`config.mk`:
```
export PLATFORM = sky130hd
export DESIGN_NAME = knock_threshold_detector_core
export DESIGN_NICKNAME = d
export VERILOG_FILES = /design/src/design/ktd_pkg.sv /design/src/design/knock_threshold_detector_core.sv /design/src/design/ktd_seq.sv
export SDC_FILE = /design/constraint.sdc
export NUM_CORES = 2
export LEC_CHECK = 0
export ABC_AREA = 1
export BUFFER_PORTS_ARGS = -buffer_cell sky130_fd_sc_hd__buf_2
export CORE_MARGIN = 3
export CORE_UTILIZATION = 55
export CTS_CLUSTER_DIAMETER = 120
export DETAILED_ROUTE_END_ITERATION = 12
export MAX_ROUTING_LAYER = met4
export PLACE_DENSITY = 0.8
export SYNTH_ARGS = -nofsm -noshare
export SYNTH_HDL_FRONTEND = slang
export SYNTH_SLANG_ARGS = --single-unit
export TNS_END_PERCENT = 1
```
`constraint.sdc`:
```
create_clock -name clk -period 11.5 [get_ports clk]
set_clock_uncertainty 0.15 [all_clocks]
set_input_delay 2.3 -clock clk [delete_from_list [all_inputs] [get_ports clk]]
set_output_delay 2.3 -clock clk [all_outputs]
set_load 0.03 [all_outputs]
```
`src/design/ktd_pkg.sv`:
```
package ktd_pkg;

	localparam int NUM_CYL_DEF = 4;
	localparam int DW = 16;
	localparam int PC_W = 4;

	localparam logic [DW-1:0] SAMPLE_SCALE_RST = 16'd32768;
	localparam logic [DW-1:0] MAD_COEFF_RST = 16'd4096;
	localparam logic [DW-1:0] MAD_MAX_RST = 16'hFFFF;
	localparam logic [DW-1:0] MAD_STATE_RST = 16'hFFFF;

	typedef enum logic [2:0] {
		REG_SAMPLE_FLOOR = 3'd0,
		REG_SAMPLE_SCALE = 3'd1,
		REG_AVERAGE_FLOOR = 3'd2,
		REG_AVERAGE_INIT = 3'd3,
		REG_MAD_COEFF = 3'd4,
		REG_MAD_MIN = 3'd5,
		REG_MAD_MAX = 3'd6
	} reg_idx_t;

	typedef enum logic [3:0] {
		OP_FLOOR,
		OP_SCALE,
		OP_SAT,
		OP_AVG_MUL,
		OP_AVG_UPD,
		OP_MAD_MUL,
		OP_MAD_UPD,
		OP_BAND_MUL,
		OP_THR,
		OP_DONE
	} op_t;

	typedef enum logic [1:0] {
		COND_NONE,
		COND_OOR,
		COND_SKIP_MAD
	} cond_t;

	typedef struct packed {
		op_t op;
		cond_t cond;
		logic [PC_W-1:0] target;
		logic last;
	} ctrl_t;

	typedef struct packed {
		logic oor;
		logic skip_mad;
	} flags_t;

	typedef enum logic {
		SEQ_IDLE,
		SEQ_RUN
	} seq_state_t;

	localparam logic [PC_W-1:0] PC_BAND = 4'd7;
	localparam logic [PC_W-1:0] PC_DONE = 4'd9;

	function automatic ctrl_t ucode_rom(input logic [PC_W-1:0] pc);
		ctrl_t w;
		w = '{op: OP_DONE, cond: COND_NONE, target: '0, last: 1'b1};
		case (pc)
			4'd0: w = '{op: OP_FLOOR, cond: COND_NONE, target: '0, last: 1'b0};
			4'd1: w = '{op: OP_SCALE, cond: COND_NONE, target: '0, last: 1'b0};
			4'd2: w = '{op: OP_SAT, cond: COND_OOR, target: PC_DONE, last: 1'b0};
			4'd3: w = '{op: OP_AVG_MUL, cond: COND_NONE, target: '0, last: 1'b0};
			4'd4: w = '{op: OP_AVG_UPD, cond: COND_NONE, target: '0, last: 1'b0};
			4'd5: w = '{op: OP_MAD_MUL, cond: COND_SKIP_MAD, target: PC_BAND, last: 1'b0};
			4'd6: w = '{op: OP_MAD_UPD, cond: COND_NONE, target: '0, last: 1'b0};
			4'd7: w = '{op: OP_BAND_MUL, cond: COND_NONE, target: '0, last: 1'b0};
			4'd8: w = '{op: OP_THR, cond: COND_NONE, target: '0, last: 1'b0};
			default: w = '{op: OP_DONE, cond: COND_NONE, target: '0, last: 1'b1};
		endcase
		return w;
	endfunction

endpackage

```
`src/design/knock_threshold_detector_core.sv`:
```
// Channel   Direction  Handshake                  Payload
// sample    in         sample_valid/sample_stall  cyl_id raw_sample avg_coeff mad_update_allowed
//                                                 detect_enabled noise_multiplier
// result    out        result_valid/result_stall  out_cyl knock_seen scaled_sample
//                                                 knock_threshold new_average new_mad
// config    in         cfg_valid/cfg_ready        cfg_index cfg_data
//
// One transaction runs a 10-step microprogram over one shared 16x16 multiplier:
// an unknown cylinder jumps from the saturation step to the final step, a sample with
// no deviation update skips that update step, and the next sample can be taken in the cycle after the final step.
// sample_stall is high while the program runs; a result waits in the output
// register, and the final step holds until that register is free.
// Reset loads averages with 0 and deviations with 65535; no clearing pass.
module knock_threshold_detector_core
	import ktd_pkg::*;
#(
	parameter int NUM_CYL = NUM_CYL_DEF
) (
	input  logic          clk,
	input  logic          arst_n,
	input  logic          sample_valid,
	output logic          sample_stall,
	input  logic [1:0]    cyl_id,
	input  logic [DW-1:0] raw_sample,
	input  logic [DW-1:0] avg_coeff,
	input  logic          mad_update_allowed,
	input  logic          detect_enabled,
	input  logic [DW-1:0] noise_multiplier,
	output logic          result_valid,
	input  logic          result_stall,
	output logic [1:0]    out_cyl,
	output logic          knock_seen,
	output logic [DW-1:0] scaled_sample,
	output logic [DW-1:0] knock_threshold,
	output logic [DW-1:0] new_average,
	output logic [DW-1:0] new_mad,
	input  logic          cfg_valid,
	output logic          cfg_ready,
	input  logic [2:0]    cfg_index,
	input  logic [DW-1:0] cfg_data
);

	localparam int CW = (NUM_CYL > 1) ? $clog2(NUM_CYL) : 1;

	logic [DW-1:0] sample_floor_q, sample_scale_q, average_floor_q;
	logic [DW-1:0] mad_coeff_q, mad_min_q, mad_max_q;
	logic [DW-1:0] avg_mem_q [NUM_CYL];
	logic [DW-1:0] mad_mem_q [NUM_CYL];

	logic [1:0] cyl_q;
	logic [DW-1:0] raw_q, acoef_q, mult_q;
	logic mad_ok_q, det_q;

	logic [DW-1:0] samp_q, avg_q, mad_q, thr_q, lag_old_q;
	logic [2*DW-1:0] prod_q;
	logic dir_q;

	logic accept, busy, out_free, run, cfg_wr, load_out;
	ctrl_t ctrl;
	flags_t flags;
	logic [CW-1:0] idx;
	logic oor;

	logic [DW-1:0] mul_a, mul_b, old_v, tgt_v, diff_v, lag_res, avg_new, mad_hi, mad_new;
	logic [DW-1:0] band, dev_v;
	logic [2*DW-1:0] mul_p;
	logic [DW:0] up_sum, thr_sum;
	logic [2*DW:0] dn_round;
	logic [DW:0] dn_step;
	logic dir_v;

	logic result_valid_q;

	assign accept = sample_valid && !sample_stall;
	assign sample_stall = busy;
	assign cfg_ready = 1'b1;
	assign cfg_wr = cfg_valid && cfg_ready;
	assign out_free = !result_valid_q || !result_stall;
	assign run = busy;
	assign load_out = run && (ctrl.op == OP_DONE) && out_free;

	assign idx = CW'(cyl_q);
	assign oor = (32'(cyl_q) >= 32'(NUM_CYL));
	assign dev_v = avg_q - samp_q;

	assign flags.oor = oor;
	assign flags.skip_mad = !(mad_ok_q && (avg_q >= samp_q));

	ktd_seq u_seq (
		.clk      (clk),
		.arst_n   (arst_n),
		.start    (accept),
		.out_free (out_free),
		.flags    (flags),
		.ctrl     (ctrl),
		.busy     (busy)
	);

	always_comb begin
		old_v = mad_q;
		tgt_v = dev_v;
		mul_b = mad_coeff_q;
		case (ctrl.op)
			OP_AVG_MUL: begin
				old_v = avg_mem_q[idx];
				tgt_v = samp_q;
				mul_b = acoef_q;
			end
			OP_SCALE: mul_b = sample_scale_q;
			OP_BAND_MUL: mul_b = mult_q;
			default: mul_b = mad_coeff_q;
		endcase
	end

	assign dir_v = (tgt_v >= old_v);
	assign diff_v = dir_v ? (tgt_v - old_v) : (old_v - tgt_v);

	always_comb begin
		case (ctrl.op)
			OP_SCALE: mul_a = samp_q;
			OP_BAND_MUL: mul_a = mad_q;
			default: mul_a = diff_v;
		endcase
	end

	assign mul_p = (2*DW)'(mul_a) * (2*DW)'(mul_b);

	assign up_sum = {1'b0, lag_old_q} + {1'b0, prod_q[2*DW-1:DW]};
	assign dn_round = {1'b0, prod_q} + (2*DW+1)'(16'hFFFF);
	assign dn_step = dn_round[2*DW:DW];

	always_comb begin
		if (dir_q) begin
			lag_res = up_sum[DW-1:0];
		end else if (dn_step > {1'b0, lag_old_q}) begin
			lag_res = '0;
		end else begin
			lag_res = lag_old_q - dn_step[DW-1:0];
		end
	end

	assign avg_new = (lag_res < average_floor_q) ? average_floor_q : lag_res;
	assign mad_hi = (lag_res > mad_max_q) ? mad_max_q : lag_res;
	assign mad_new = (mad_hi < mad_min_q) ? mad_min_q : mad_hi;

	assign band = (prod_q[2*DW-1:DW+10] != '0) ? '1 : prod_q[DW+9:10];
	assign thr_sum = {1'b0, avg_q} + {1'b0, band};

	always_ff @(posedge clk or negedge arst_n) begin
		if (!arst_n) begin
			sample_floor_q <= '0;
			sample_scale_q <= SAMPLE_SCALE_RST;
			average_floor_q <= '0;
			mad_coeff_q <= MAD_COEFF_RST;
			mad_min_q <= '0;
			mad_max_q <= MAD_MAX_RST;
		end else if (cfg_wr) begin
			case (cfg_index)
				REG_SAMPLE_FLOOR: sample_floor_q <= cfg_data;
				REG_SAMPLE_SCALE: sample_scale_q <= cfg_data;
				REG_AVERAGE_FLOOR: average_floor_q <= cfg_data;
				REG_MAD_COEFF: mad_coeff_q <= cfg_data;
				REG_MAD_MIN: mad_min_q <= cfg_data;
				REG_MAD_MAX: mad_max_q <= cfg_data;
				default: ;
			endcase
		end
	end

	always_ff @(posedge clk or negedge arst_n) begin
		if (!arst_n) begin
			for (int i = 0; i < NUM_CYL; i++) begin
				avg_mem_q[i] <= '0;
				mad_mem_q[i] <= MAD_STATE_RST;
			end
		end else begin
			if (cfg_wr && (cfg_index == REG_AVERAGE_INIT)) begin
				for (int i = 0; i < NUM_CYL; i++) begin
					avg_mem_q[i] <= cfg_data;
				end
			end else if (run && (ctrl.op == OP_AVG_UPD)) begin
				avg_mem_q[idx] <= avg_new;
			end
			if (run && (ctrl.op == OP_MAD_UPD)) begin
				mad_mem_q[idx] <= mad_new;
			end
		end
	end

	always_ff @(posedge clk) begin
		if (accept) begin
			cyl_q <= cyl_id;
			raw_q <= raw_sample;
			acoef_q <= avg_coeff;
			mad_ok_q <= mad_update_allowed;
			det_q <= detect_enabled;
			mult_q <= noise_multiplier;
		end
	end

	always_ff @(posedge clk) begin
		if (run) begin
			case (ctrl.op)
				OP_FLOOR: samp_q <= (raw_q < sample_floor_q) ? sample_floor_q : raw_q;
				OP_SCALE: prod_q <= mul_p;
				OP_SAT: samp_q <= prod_q[2*DW-1] ? '1 : prod_q[2*DW-2:DW-1];
				OP_AVG_MUL, OP_MAD_MUL: begin
					prod_q <= mul_p;
					lag_old_q <= old_v;
					dir_q <= dir_v;
				end
				OP_AVG_UPD: begin
					avg_q <= avg_new;
					mad_q <= mad_mem_q[idx];
				end
				OP_MAD_UPD: mad_q <= mad_new;
				OP_BAND_MUL: prod_q <= mul_p;
				OP_THR: thr_q <= thr_sum[DW] ? '1 : thr_sum[DW-1:0];
				default: ;
			endcase
		end
	end

	always_ff @(posedge clk or negedge arst_n) begin
		if (!arst_n) begin
			result_valid_q <= 1'b0;
		end else if (load_out) begin
			result_valid_q <= 1'b1;
		end else if (!result_stall) begin
			result_valid_q <= 1'b0;
		end
	end

	always_ff @(posedge clk) begin
		if (load_out) begin
			out_cyl <= cyl_q;
			scaled_sample <= samp_q;
			knock_seen <= !oor && det_q && (samp_q > thr_q);
			knock_threshold <= oor ? '0 : thr_q;
			new_average <= oor ? '0 : avg_q;
			new_mad <= oor ? '0 : mad_q;
		end
	end

	assign result_valid = result_valid_q;

endmodule

```
`src/design/ktd_seq.sv`:
```
module ktd_seq
	import ktd_pkg::*;
(
	input  logic   clk,
	input  logic   arst_n,
	input  logic   start,
	input  logic   out_free,
	input  flags_t flags,
	output ctrl_t  ctrl,
	output logic   busy
);

	seq_state_t state_q, state_d;
	logic [PC_W-1:0] pc_q, pc_d;
	ctrl_t word;
	logic take_jump;

	assign word = ucode_rom(pc_q);

	always_comb begin
		case (word.cond)
			COND_OOR: take_jump = flags.oor;
			COND_SKIP_MAD: take_jump = flags.skip_mad;
			default: take_jump = 1'b0;
		endcase
	end

	always_comb begin
		state_d = state_q;
		pc_d = pc_q;
		case (state_q)
			SEQ_IDLE: begin
				if (start) begin
					state_d = SEQ_RUN;
					pc_d = '0;
				end
			end
			SEQ_RUN: begin
				if (word.last) begin
					if (out_free) begin
						state_d = SEQ_IDLE;
					end
				end else if (take_jump) begin
					pc_d = word.target;
				end else begin
					pc_d = pc_q + PC_W'(1);
				end
			end
			default: state_d = SEQ_IDLE;
		endcase
	end

	always_comb begin
		ctrl = word;
		busy = (state_q == SEQ_RUN);
	end

	always_ff @(posedge clk or negedge arst_n) begin
		if (!arst_n) begin
			state_q <= SEQ_IDLE;
			pc_q <= '0;
		end else begin
			state_q <= state_d;
			pc_q <= pc_d;
		end
	end

endmodule

```
=== Yosys cells after proc, flatten, opt, wreduce, memory -nomap -nowiden ===
Memory sizes are Yosys's and may differ from the RTL's.
Index checks and enable logic that the tools add are counted.

* Flip-flop bits (word level): 462
* Latch bits: 0
* RAM bits: 0
* ROM bits: 176
* Bits of input ports: 76
* Logic and storage cells: 150
* Memories kept: 1

* Add/sub/neg operators: 8
* Multiply operators: 1
* Divide/modulo/power cells: 0
* Order comparisons: 10
* Eq/ne operators: 19
* Shift operators: 0
* Mux-type cells: 38
* Bitwise logic cells: 2
* Reduce and logical (&&, ||, !) cells: 35

{| class="wikitable"
|+ Memories
! name !! words !! width !! read ports !! clocked after memory_dff !! wr ports !! line !! RTL
|-
| (name not given) || 16 || 11 || 1 || 0 || 0 || ktd_pkg.sv:64 || <nowiki>case (pc)</nowiki>
|}

{| class="wikitable"
|+ Operators with widths
! cell !! count
|-
| 16-bit 2-to-1 mux || 16
|-
| 64-bit bitwise mux || 2
|-
| 64-bit 2-to-1 mux || 2
|-
| 16-bit one-hot mux with 2 select lines || 3
|-
| 16-bit binary-select mux with 2-bit select || 2
|-
| 16-bit subtractor || 4
|-
| 16-bit < comparator || 3
|-
| 16-bit one-hot mux with 3 select lines || 1
|-
| 32-bit by 16-bit adder with 33-bit output, second input constant || 1
|-
| 16-bit demux with 2-bit select || 1
|-
| 16-bit >= comparator || 2
|-
| 16-bit > comparator || 2
|-
| 16-bit by 16-bit multiplier with 32-bit output || 1
|-
| 2-bit AND reduction || 13
|-
| 16-bit by 16-bit adder with 17-bit output || 1
|-
| 17-bit by 16-bit > comparator with 1-bit output || 1
|-
| 16-bit adder || 1
|-
| 4-bit by 3-bit equality test with 1-bit output, second input constant || 4
|-
| 4-bit 2-to-1 mux || 3
|-
| 3-bit equality test, second input constant || 3
|-
| 1-bit logical AND || 9
|-
| 4-bit by 2-bit equality test with 1-bit output, second input constant || 2
|-
| 4-bit equality test, second input constant || 2
|-
| 4-bit one-hot mux with 2 select lines || 1
|-
| 21 further kinds || 33
|}

=== Logic depth before layout (Yosys ltp) ===
* Word-level depth: 9
* Gate-level depth with buffers: 58

=== Hierarchy ===
From an unflattened synthesis, not the netlist that was laid out.

* Cell total of the unflattened synthesis: 4213
* Area total of the unflattened synthesis: 35232.5 um2

{| class="wikitable"
|+ By module, submodules not included
! module !! instances !! cells an instance !! area an instance (um2) !! seq. area each (um2)
|-
| knock_threshold_detector_core || 1 || 4155 || 34792.1 || 12699.7
|-
| ktd_seq || 1 || 58 || 440.4 || 125.1
|}

=== Least setup slack after synthesis ===
Ideal clock, no wire load.

* Path type: reg-to-reg
* From: register u_seq.pc_q[0]
* To: register prod_q[27], data pin
* Library setup time: 262 ps
* Arrival time: 9080 ps
* Slack: 2008 ps
* Cell stages (with the launch flop): 48
* Path buffers: 4
* Clock period less this slack: 9492 ps
* Cells stage by stage: dfrtp_1 -> inv_1 -> ha_1 -> inv_1 -> nor2_1 -> nor2_1 -> nor2_1 -> nor3_2 -> buf_2 -> buf_2 -> buf_2 -> nand2_1 -> o21ai_0 -> inv_1 -> ha_1 -> nand2_1 -> o21ai_0 -> a221oi_2 -> (+12 left out) -> inv_1 -> fa_1 -> inv_1 -> fa_1 -> fa_1 -> inv_1 -> fa_1 -> inv_1 -> ha_1 -> a21oi_1 -> o21a_1 -> a21boi_1 -> o21ai_1 -> a21boi_1 -> o21ai_1 -> a21boi_1 -> o21ai_1 -> xor2_1

* Cells in the longest elaborated chain, start to end: 7
* Elaborated cells on any way between the ends: 13
* Classes of those cells: 2 x add/sub; 1 x mul; 1 x order compare; 3 x eq/ne; 5 x mux; 1 x memory

{| class="wikitable"
|+ Ends and longest elaborated chain
! what !! line !! RTL
|-
| start, declared || ktd_seq.sv:14 || <nowiki>logic [PC_W-1:0] pc_q, pc_d;</nowiki>
|-
| start signal, assigned || ktd_seq.sv:64 || <nowiki>pc_q <= pc_d;</nowiki>
|-
| memory read 16 x 11 bit (*) || - ||
|-
| 4-bit by 2-bit equality test with 1-bit output (*) || knock_threshold_detector_core.sv:103 || <nowiki>case (ctrl.op)</nowiki>
|-
| 16-bit 2-to-1 mux (*) || knock_threshold_detector_core.sv:103 ||
|-
| net old_v[10] || knock_threshold_detector_core.sv:64 || <nowiki>logic [DW-1:0] mul_a, mul_b, old_v, tgt_v, diff_v, lag_res, avg_new, mad_hi, mad_new;</nowiki>
|-
| 16-bit subtractor or 16-bit >= comparator (tied branches) || knock_threshold_detector_core.sv:116, knock_threshold_detector_core.sv:115 ||
|-
| 16-bit 2-to-1 mux (*) || knock_threshold_detector_core.sv:116 || <nowiki>assign diff_v = dir_v ? (tgt_v - old_v) : (old_v - tgt_v);</nowiki>
|-
| 16-bit one-hot mux with 2 select lines (*) || knock_threshold_detector_core.sv:119 || <nowiki>case (ctrl.op)</nowiki>
|-
| 16-bit by 16-bit multiplier with 32-bit output (*) || knock_threshold_detector_core.sv:126 || <nowiki>assign mul_p = (2*DW)'(mul_a) * (2*DW)'(mul_b);</nowiki>
|-
| net mul_p[27] || knock_threshold_detector_core.sv:66 || <nowiki>logic [2*DW-1:0] mul_p;</nowiki>
|-
| end signal, assigned || knock_threshold_detector_core.sv:205 || <nowiki>OP_SCALE: prod_q <= mul_p;</nowiki>
|-
| end signal, assigned || knock_threshold_detector_core.sv:208 || <nowiki>prod_q <= mul_p;</nowiki>
|-
| end signal, assigned || knock_threshold_detector_core.sv:217 || <nowiki>OP_BAND_MUL: prod_q <= mul_p;</nowiki>
|-
| end, declared || knock_threshold_detector_core.sv:55 || <nowiki>logic [2*DW-1:0] prod_q;</nowiki>
|}

Mark *: on every way through the listed nets, which the timed path passes. The rest lies on a longest branch.
A chain may end at the register's enable or synchronous reset.

=== Worst setup path in the final report ===
* From: register cyl_q[0]
* To: register prod_q[27], data pin

* Cells in the longest elaborated chain, start to end: 9
* Elaborated cells on any way between the ends: 11
* Classes of those cells: 2 x add/sub; 1 x mul; 1 x order compare; 6 x mux; 1 x bitwise

{| class="wikitable"
|+ Ends and longest elaborated chain
! what !! line !! RTL
|-
| start, declared || knock_threshold_detector_core.sv:50 || <nowiki>logic [1:0] cyl_q;</nowiki>
|-
| start signal, assigned || knock_threshold_detector_core.sv:192 || <nowiki>cyl_q <= cyl_id;</nowiki>
|-
| 2-bit NOT with 3-bit output (not written as such) (*) || knock_threshold_detector_core.sv:105 || <nowiki>old_v = avg_mem_q[idx];</nowiki>
|-
| 16-bit binary-select mux with 2-bit select (*) || knock_threshold_detector_core.sv:105 ||
|-
| 16-bit 2-to-1 mux (not written as such) (*) (2 in series) || knock_threshold_detector_core.sv:105 ||
|-
| 16-bit 2-to-1 mux (*) || knock_threshold_detector_core.sv:103 ||
|-
| net old_v[13] || knock_threshold_detector_core.sv:64 ||
|-
| 16-bit subtractor or 16-bit >= comparator (tied branches) || knock_threshold_detector_core.sv:116, knock_threshold_detector_core.sv:115 ||
|-
| 16-bit 2-to-1 mux (*) || knock_threshold_detector_core.sv:116 ||
|-
| 16-bit one-hot mux with 2 select lines (*) || knock_threshold_detector_core.sv:119 ||
|-
| 16-bit by 16-bit multiplier with 32-bit output (*) || knock_threshold_detector_core.sv:126 ||
|-
| net mul_p[27] || knock_threshold_detector_core.sv:66 ||
|}

Mark *: on every way through the listed nets, which the timed path passes. The rest lies on a longest branch. The select of a mux whose other input is x is not followed.

==> impl_results.md <==
* CP Class: flop to flop
* Horiz. Die Dim at 259 um
* DR pass1 iterations at 7
* Min Tclk post-route at 10.75 ns
* CTS Sinks at 462
* Total track usage at 34.4%
* Synth Area per Inst at 8.36 um^2
* CTS tree: built
* DP HPWL at 86100 um
* Hold-critical path depth at 0
* Hold Crit Endpoint: knock_threshold[9]$_DFFE_PP_
* Asr flop ratio synth at 49.8%
* Post-synth cell types at 64
* Worst-skew pair later-pin latency at 0.63 ns
* Sequential fraction of the synthesis area at 36.3%
* Synth-to-layout area growth at 10.0%
* Largest delay contributor family on the critical path: adder cells
* Crit Path Max Fanout at 17
* Number of I/O pins at 146
* Max-cap viol count at 0
* # H-tree levels at 2
* Synth Flop Type: edfxtp_1
* CTS Buf Count at 52
* Clock root buffer: clkbuf_16
* Worst R2R Start: cyl_q[0]$_DFFE_PP_
* Layout cell share with drive strength beyond 1 at 10.2%
* Leading cell type by number of instances after synthesis: nand2_1
* Slew Viols, Final at 0
* Synth area leaders: edfxtp_1 (20%), fa_1 (11%), nand2_1 (11%)
* Clock-pin slew of the registers on the worst-case setup and hold paths at 0.06 ns
* Slew @ Worst Pin at 1.15 ns
* Remaining DRCs at 0
* Largest area contributor in the netlist: edfxtp_1
* Final Hold Viols at 0
* Outcome: completed
* Core Region at 63300 um^2
* Final net count at 4932
* Worst path bufs/invs at 8
* Reg2reg end: prod_q[27]$_DFFE_PP_
* Number of flops mapped to enable cells by yosys at 232
* Reg2Reg Setup Slack at 0.75 ns
* Syn. warnings at 0
* Initial DRC Count at 3529
* Crit end category: flop
* Initial antenna violation count at 3
* Die height at 259 um
* First-pass GRT wire length at 171000 um
* Mapped Cells at 4219
* Gp weighted congestion at 1.03
* Final ANT Viol Nets at 0
* Mapped Area at 35300 um^2
* Row count at 92
* R2R cell count at 37
* Hold Crit Start: thr_q[9]$_SDFFCE_PP1P_
* Global route overflow at 0
* Total wire length at 111000 um
* CP Data Required Time at 11.69 ns
* Max Fclk at 0.0930 GHz
* Arr. time, crit path at 10.94 ns
* Worst path slowest cell: o221ai_1
* Vias at 30.1k
* Vias in the first global route at 29.5k
* Worst slew margin at 23.4%
* Average wire per standard cell at 21.1 um
* Port-buffer cells at 144
* Setup TNS at 0 ns
* Via-per-instance ratio at 5.72
* Yosys top cell area share at 19.7%
* Initial Util at 55.7%
* FILL cells at 5482
* Synth Register Bits at 462
* Min-delay worst type: flop to flop
* Die area at 67200 um^2
* Final period util at 93.5%
* Top cells by count, synth: nand2_1 (1009), inv_1 (753), ha_1 (293), nand3_1 (268), o21ai_0 (262)
* Largest net degree at the start of global routing at 106
* Syn Nets at 4788
* Startpoint Class: flop
* # setup viols final at 0
* Clk buf depth at 3
* Crit path largest cell delay at 0.74 ns
* RSZ-0062 raised after global routing: no
## cells by family (layout without fill, tap and decap cells)
logic type / after synthesis / in the layout / synth area share [%]
AND/OR/NAND/NOR: 1667 / 1667 / 20.0
buffers and inverters: 878 / 1066 / 9.57
AO/OA/AOI/OAI: 637 / 637 / 10.3
adder cells (fa/ha/maj): 493 / 493 / 21.7
flip-flops: 462 / 462 / 36.3
XOR/XNOR: 78 / 78 / 1.94
multiplexers: 3 / 3 / 0.0886
other: 1 / 4 / 0.0106
## cell type report
type / instances / area [um^2] / share of cell area (%)
Tap cell: 846 / 1060 / 2.73
Inverter: 770 / 2900 / 7.46
Sequential cell: 462 / 12800 / 33.0
Clock inverter: 27 / 270 / 0.696
Multi-Input combinational cell: 2879 / 19200 / 49.3
Antenna cell: 3 / 7.51 / 0.0193
Timing Repair Buffer: 198 / 1140 / 2.93
Clock buffer: 71 / 1480 / 3.81
## per-stage QoR
stage,hold slack (ns),instances,setup WS (ns),area [um^2],util [%]
2_1_floorplan,0.276,4219,2.01,35300,-
3_3_place_gp,0.287,5153,0.846,37000,58.5
3_5_place_dp,0.289,5153,0.574,37000,58.5
4_1_cts,0.303,5251,0.486,38800,61.3
5_1_grt,0.317,5255,0.0171,38800,61.3
6_report,0.302,5256,0.750,38800,61.3
## worst max-delay path by stage
stage                                    from                   end  slack [ns]  cells after the start
CTS                       samp_q[2]$_DFFE_PP_  prod_q[27]$_DFFE_PP_        0.49                     48
floorplan           u_seq.pc_q[0]$_DFFE_PN0P_  prod_q[27]$_DFFE_PP_        2.01                     47
global route              samp_q[3]$_DFFE_PP_  prod_q[27]$_DFFE_PP_        0.02                     48
finish                     cyl_q[0]$_DFFE_PP_  prod_q[27]$_DFFE_PP_        0.75                     37
global placement           avg_q[2]$_DFFE_PP_  prod_q[27]$_DFFE_PP_        0.85                     43
detailed placement        samp_q[2]$_DFFE_PP_  prod_q[27]$_DFFE_PP_        0.57                     48
## sequential cells by signal (all words and copies together) (netlist names), 2 cells and up
signal,count
mad_max_q,16
new_average,16
mad_coeff_q,16
out_cyl,2
prod_q,32
cyl_q,2
raw_q,16
new_mad,16
avg_q,16
sample_floor_q,16
mult_q,16
acoef_q,16
sample_scale_q,16
mad_mem_q,64
samp_q,16
avg_mem_q,64
thr_q,16
knock_threshold,16
lag_old_q,16
mad_q,16
average_floor_q,16
scaled_sample,16
u_seq.pc_q,4
mad_min_q,16
## routing by layer
metal  track usage (%)  vias up  wire length (um)
li1                  -    13868                 -
met2              49.5     1611             47100
met4              15.6        0              6210
met5                 -        -                 0
met1              45.7    14265             44800
met3              9.08      341             12900
## worst reg2reg max path: cells and delay by family (launching register included)
family | cells | cell delay, ns
fa+ha+maj | 8 | 3.85
compound gates | 11 | 2.49
buf+inv | 8 | 1.55
simple gates | 8 | 1.51
flops | 1 | 0.45
mux | 1 | 0.29
xor+xnor | 1 | 0.15
## timing repair
item | 4_1_cts | 5_1_grt
buffers inserted | 0 | 2
hold buffers | 0 | 0
setup endpoints to repair | 0 | 8
gates resized for setup | 0 | 8
## placed cells by master (no fill, tap or decap), types with 148 or more instances in the layout
| cell type | synthesis | layout |
|---|---|---|
| dfrtp_1 | 148 | 148 |
| a21oi_1 | 193 | 193 |
| o21ai_0 | 262 | 258 |
| nand2_1 | 1009 | 1009 |
| nor2_1 | 256 | 247 |
| ha_1 | 293 | 293 |
| inv_1 | 753 | 752 |
| nand3_1 | 268 | 268 |
| fa_1 | 200 | 200 |
| edfxtp_1 | 232 | 232 |
Power is left out: the tool's default activity adds up to more than one toggle a clock period on the data nets, which glitch-free logic cannot reach.
